<file path="config.mk">
export PLATFORM = sky130hd
export DESIGN_NAME = dfa_ctrl
export DESIGN_NICKNAME = d
export VERILOG_FILES = /design/src/design/dfa_pkg.sv /design/src/design/dfa_ctrl.sv
export SDC_FILE = /design/constraint.sdc
export NUM_CORES = 1
export LEC_CHECK = 0
export BUFFER_PORTS_ARGS = -buffer_cell sky130_fd_sc_hd__buf_2
export CORE_AREA = 2 2 39 41
export CTS_CLUSTER_DIAMETER = 50
export DETAILED_ROUTE_END_ITERATION = 8
export DIE_AREA = 0 0 41 43
export SETUP_SLACK_MARGIN = 0.3
export SYNTH_ARGS = -nofsm -noshare
export SYNTH_HDL_FRONTEND = slang
export SYNTH_SLANG_ARGS = --single-unit
export TNS_END_PERCENT = 10
</file>
<file path="constraint.sdc">
create_clock -name clock -period 1.5 [get_ports clock]
set_input_delay 0.375 -clock clock [delete_from_list [all_inputs] [get_ports clock]]
set_output_delay 0.375 -clock clock [all_outputs]
set_load 0.05 [all_outputs]
</file>
<file path="src/design/dfa_pkg.sv">
package dfa_pkg;

   localparam int STATE_W = 6;
   localparam int SYM_W = 8;
   localparam int KIND_W = 3;
   localparam int ACT_W = 2;
   localparam int STATUS_W = 3;
   localparam int MASK_W = 64;
   localparam int CSR_IDX_W = 1;
   localparam int CSR_DATA_W = 64;

   localparam int NUM_STATES_DEF = 64;
   localparam int LINKS_PER_STATE_DEF = 16;

   localparam logic [ACT_W-1:0] ACT_FEED = 2'd0;
   localparam logic [ACT_W-1:0] ACT_ADD = 2'd1;
   localparam logic [ACT_W-1:0] ACT_RESTART = 2'd2;

   localparam logic [KIND_W-1:0] KIND_EXACT = 3'd0;
   localparam logic [KIND_W-1:0] KIND_DIGIT = 3'd1;
   localparam logic [KIND_W-1:0] KIND_ALPHA = 3'd2;
   localparam logic [KIND_W-1:0] KIND_BLANK = 3'd3;
   localparam logic [KIND_W-1:0] KIND_ANY = 3'd4;

   localparam logic [STATUS_W-1:0] ST_NOT_DONE = 3'd0;
   localparam logic [STATUS_W-1:0] ST_ACCEPTED = 3'd1;
   localparam logic [STATUS_W-1:0] ST_REJECTED = 3'd2;
   localparam logic [STATUS_W-1:0] ST_ADDED = 3'd3;
   localparam logic [STATUS_W-1:0] ST_FULL = 3'd4;
   localparam logic [STATUS_W-1:0] ST_RESTARTED = 3'd5;

   localparam logic [CSR_IDX_W-1:0] CSR_START = 1'd0;
   localparam logic [CSR_IDX_W-1:0] CSR_MASK = 1'd1;

   typedef struct packed {
      logic [KIND_W-1:0]  kind;
      logic [SYM_W-1:0]   label;
      logic [STATE_W-1:0] target;
   } link_entry_type;

   typedef struct packed {
      logic load_item;
      logic read_count;
      logic count_step;
      logic scan_step;
      logic scan_final;
      logic rsp_load;
   } dfa_cmd_type;

   typedef struct packed {
      logic [ACT_W-1:0] action;
      logic             feed_go;
      logic             exact_hit;
      logic             scan_last;
   } dfa_stat_type;

   function automatic logic class_match(input logic [KIND_W-1:0] kind,
                                        input logic [SYM_W-1:0] b);
      logic dig;
      logic alp;
      logic blk;
      dig = (b >= 8'd48) && (b <= 8'd57);
      alp = ((b >= 8'd65) && (b <= 8'd90)) || ((b >= 8'd97) && (b <= 8'd122));
      blk = ((b >= 8'd9) && (b <= 8'd13)) || (b == 8'd32);
      return ((kind == KIND_DIGIT) && dig) || ((kind == KIND_ALPHA) && alp) ||
             ((kind == KIND_BLANK) && blk);
   endfunction

endpackage

</file>
<file path="src/design/dfa_ctrl.sv">
module dfa_ctrl (
   input  logic                  clock,
   input  logic                  reset,
   input  logic                  req_valid,
   output logic                  req_ready,
   output logic                  rsp_valid,
   input  logic                  rsp_ready,
   input  dfa_pkg::dfa_stat_type stat,
   output dfa_pkg::dfa_cmd_type  cmd
);

   typedef enum logic [2:0] {
      S_IDLE,
      S_LOOKUP,
      S_COUNT,
      S_SCAN,
      S_FINISH
   } state_type;

   state_type state_ff;
   logic      rsp_valid_ff;
   logic      rsp_free;
   logic      known_action;

   assign rsp_free = !rsp_valid_ff || rsp_ready;
   assign known_action = (stat.action == dfa_pkg::ACT_FEED) ||
                         (stat.action == dfa_pkg::ACT_ADD) ||
                         (stat.action == dfa_pkg::ACT_RESTART);

   always_comb begin
      cmd = '0;
      cmd.load_item = (state_ff == S_IDLE) && req_valid;
      cmd.read_count = (state_ff == S_LOOKUP);
      cmd.count_step = (state_ff == S_COUNT);
      cmd.scan_step = (state_ff == S_SCAN);
      cmd.scan_final = (state_ff == S_SCAN) && (stat.exact_hit || stat.scan_last);
      cmd.rsp_load = (state_ff == S_FINISH) && rsp_free;
   end

   assign req_ready = (state_ff == S_IDLE);
   assign rsp_valid = rsp_valid_ff;

   always_ff @(posedge clock) begin
      if (reset) begin
         state_ff <= S_IDLE;
         rsp_valid_ff <= 1'b0;
      end else begin
         if (cmd.rsp_load) begin
            rsp_valid_ff <= 1'b1;
         end else if (rsp_ready) begin
            rsp_valid_ff <= 1'b0;
         end
         unique case (state_ff)
            S_IDLE: begin
               if (req_valid) begin
                  state_ff <= S_LOOKUP;
               end
            end
            S_LOOKUP: begin
               state_ff <= S_COUNT;
            end
            S_COUNT: begin
               if ((stat.action == dfa_pkg::ACT_FEED) && stat.feed_go) begin
                  state_ff <= S_SCAN;
               end else if (known_action) begin
                  state_ff <= S_FINISH;
               end else begin
                  state_ff <= S_IDLE;
               end
            end
            S_SCAN: begin
               if (cmd.scan_final) begin
                  state_ff <= S_FINISH;
               end
            end
            S_FINISH: begin
               if (rsp_free) begin
                  state_ff <= S_IDLE;
               end
            end
            default: begin
               state_ff <= S_IDLE;
            end
         endcase
      end
   end

endmodule

</file>
# Word level (Yosys, flattened, before mapping)
# Cells that the tools add are included.
# W data, S select, Z words.
totals:
  regBits: 4
  latch_bits: 0
  mem_bits_rw: 0
  mem_bits_ro: 0
  out_inout_bits: 8
  elab_cells: 32
  memories: 0
op_classes:
  n_addsub: 0
  mul: 0
  n_div: 0
  magnitude_cmp: 0
  n_eq_ne: 9
  n_shift: 0
  mux: 8
  bitwise_logic: 0
  reduce_logical: 13
op_table:
  columns: ["cell", "count"]
  rows:
  - ["$mux W3", 5]
  - ["$pmux W3 S5", 1]
  - ["$eq A3 B2 Y1 const B", 2]
  - ["$ne A2 B2 Y1 const B", 3]
  - ["$logic_and A1 B1 Y1", 4]
  - ["$logic_or A1 B1 Y1", 4]
  - ["$eq A3 B1 Y1 const B", 1]
  - ["$eq A3 B3 Y1 const B", 1]
  - ["$logic_not A3 Y1", 1]
  - ["$reduce_and A3 Y1", 1]
  - ["$eq A2 B1 Y1 const B", 1]
  - ["$eq A2 B2 Y1 const B", 1]
  - ["$logic_not A2 Y1", 1]
  - ["$mux W1", 2]
  - ["$reduce_bool A2 Y1", 1]
  - ["$logic_not A1 Y1", 1]

# Longest topological paths before layout
depth:
  depth_word: 6
  mapped_depth: 5
  ltp_nobuf: 4

# Worst setup path after synthesis
# OpenSTA, ideal clock, no wires.
synth_path:
  path_type: "register to register"
  start: "register state_ff[2]"
  end: "register state_ff[0]"
  setup_ns: 0.076
  t_arrival_ns: 2.042
  required_time_ns: 1.424
  setup_slack_ns: -0.618
  stages_incl_launch_ff: 5
  path_buffers: 1
  synth_period_minus_slack_ns: 2.118
  cell_sequence: "dfxtp_1 buf_2 nor3b_1 nand3_1 a31oi_1"
synth_lines:
  columns: ["element", "line_no", "text"]
  rows:
  - ["from (decl)", "dfa_ctrl.sv:20", "state_type state_ff;"]
  - ["from (signal assigned)", "dfa_ctrl.sv:45", "state_ff <= S_IDLE;"]
  - ["from (signal assigned)", "dfa_ctrl.sv:56", "state_ff <= S_LOOKUP;"]
  - ["from (signal assigned)", "dfa_ctrl.sv:60", "state_ff <= S_COUNT;"]

==> results.toml <==
[layout]
antenna_cells = 0
nFillCells = 147
stdcell_count = 76
fin_area_um2 = 566
finish.utilization = 0.409
drive_gt1_frac = 0.650
syn_to_final_growth_pct = 102
nets = 71

[floorplanning]
start_util = 0.203
die-area_mm2 = 0.00176
fp.dieW_um = 41
num_io_pins = 17
num_rows = 14
core_mm2 = 0.00138
die_h_um = 43

[min_path]
hold_end = "state_ff[2]$_SDFFE_PP0P_"
hp-start = "reset"
holdPathStages = 2
hold_class = "input port to flip-flop"

[drt]
vias = 364
finalWirelength_um = 822
drc = 0
wl_per_cell_um = 10.8
routed_via_density = 4.79
first_iter_violations = 5
drt_first_pass_iters = 4
ant_nets = 0

[worst_setup_path]
crit_family = "simple AND/OR/NAND/NOR gates"
crit_arrival_ps = 1240
setup.worst_path.end_class = "output pin"
critPathLaunchType = "flip-flop"
reg2reg_slack_ps = 200
cpPeakStageDelay_ps = 420
worstReg2RegStart = "state_ff[1]$_SDFFE_PP0P_"
rr_endpoint = "state_ff[2]$_SDFFE_PP0P_"
critPathKind = "flip-flop to output pin"
cpMaxStageDelayCell = "or3_4"
cp_max_fo = 4
path_cells = "or3_4, nor2_4, buf_6"
worst_r2r_path_depth = 4
required_ps = 1120
path_buf_inv = 1

[clocking]
h-tree-depth = 1
tritoncts = "yes"
clk_latency_ps = 240
numCtsBuffers = 3
post_cts_buffers = 0
cts_root_buf = "clkbuf_4"
clkTransAtPathRegs_ps = 40
cts_max_path_buffers = 2
cts_num_sinks = 4

[synth]
yosysTopAreaCell = "dfxtp_1"
ys_seq_area_frac = 0.286
yosysWarningCount = 0
ys_ff_latch = 4
mappedNetlistArea_um2 = 280
synth.most_common_cell = "nor2_1"
synth_cell_types = 20
synth_top_cells_by_count = "nor2_1, dfxtp_1, nand2_1"
synth.area.top_cells = "dfxtp_1, nor2_1, or3b_1, nand2_1, a31oi_1"
synth_flop_cell = "dfxtp_1"
syn_nets = 47
postSynth.asyncResetShare = 0
synth_edf_count = 0
synth_top_area_frac = 0.286
syn_inst = 38
avgSynthCellArea_um2 = 7.38

[run]
max-cap-violations = 0

[timing]
tns_ps = -374
worstMarginPinSlew_ps = 301
grt_setup_unrepaired = "true"
skew_ps = 1.82
fin_crit_sh = 1.07
period_needed_ps = 1610
timing.final.hold_violations = 0
maxSlewHeadroom = 0.799
slew_viol_final = 0
hold_ws_ps = 335
max_freq_mhz = 621
setup_viol = 4
setup_ws_ps = -110

[grt]
grt_pass1_vias = 357
antenna_found_initial = 0
grt_max_degree = 9
grt_usage = 0.119
grt_pass1_wl_mm = 1.39
overflow = 0

[pwr]
ir_worst_vdd_uv = 413
p_total_mw = 0.760
powerDensity_mw_per_mm2 = 1340
p_leak_nw = 0.252

[place]
post-place-cells = 73
gp_congestion = 0.815
dp_slack_ps = 12.5
numPortBuffers = 16
placed_area_um2 = 444
hpwl_um = 631

[status]
violations = "setup timing"
status = "complete, but fails checks"
-- layout make-up --
cell class | instances | area [um^2] | share of cell area
multi-input combinational | 29 | 240 | 0.425
timing repair buffer | 20 | 175 | 0.310
sequential | 4 | 88.8 | 0.157
clock buffer | 3 | 22.5 | 0.0398
tap | 16 | 20.0 | 0.0354
inverter | 4 | 18.8 | 0.0332
-- layout by cell type, fill, tap and decap left out --
master      synthesis  final
buf_2               1      8
nor3b_4             0      1
nor3_1              1      1
buf_8               0      4
nor4b_2             0      1
nand2_1             4      3
dfxtp_4             0      2
o21bai_1            1      1
nor2_2              0      1
or3_4               1      1
nor2_4              0      3
clkinvlp_4          0      1
inv_2               1      2
or3b_1              2      1
nand3_1             2      2
dfxtp_1             4      1
dfxtp_2             0      1
and4bb_1            1      1
nor2_1              7      3
a221o_1             1      1
inv_1               3      1
nand2_4             0      1
a31oi_1             2      2
o21ba_1             1      1
clkbuf_4            0      3
a21oi_1             1      1
buf_6               0      4
a311oi_1            1      1
buf_4               0      4
or3b_4              0      1
nor2b_4             0      1
nor2b_1             2      1
-- kinds of logic after synthesis --
family	Yosys count	synth area share
buffers and inverters	5	0.0714
flip-flops	4	0.286
AO/OA/AOI/OAI	7	0.192
AND/OR/NAND/NOR	22	0.451
-- how the worst max path moves through the flow --
stage	start	to	slack [ps]	cells after the start
6_report	state_ff[0]$_SDFFE_PP0P_	cmd[5]	-110	3
4_1_cts	state_ff[0]$_SDFFE_PP0P_	cmd[5]	-120	3
2_1_floorplan	state_ff[2]$_SDFFE_PP0P_	cmd[5]	60	3
3_5_place_dp	state_ff[2]$_SDFFE_PP0P_	cmd[4]	10	3
3_3_place_gp	state_ff[1]$_SDFFE_PP0P_	cmd[1]	20	4
5_1_grt	state_ff[2]$_SDFFE_PP0P_	cmd[4]	-140	3
-- flip-flops by register name, indices dropped and copies added, names as in the netlist --
register   flops
rsp_valid      1
state_ff       3
-- power by group --
group	switching, mW	leakage (nW)	total (mW)	internal [mW]
clock network	0.0495	0.0138	0.139	0.0899
registers	0.0239	0.0345	0.152	0.128
logic	0.264	0.204	0.469	0.205
-- worst reg2reg max path, cell delays in order (launching register included) --
cell and delay (ps):
dfxtp_4 350, buf_4 150, nor4b_2 350, nand2_1 90, a311oi_1 260
-- routing by layer --
metal  GRT usage  vias up  routed length (um)
met5           0        -                   0
met2       0.175       13                 422
li1            -      179                   -
met3      0.0681        0                  77
met1       0.131      172                 322
met4      0.0600        0                   0
-- what timing repair did --
item	4_1_cts	5_1_grt
hold buffers	0	0
endpoints found under the setup margin	11	11
gates resized for setup	27	5
pin swaps	3	1
Note: power is estimated with default switching activity, not from simulation.
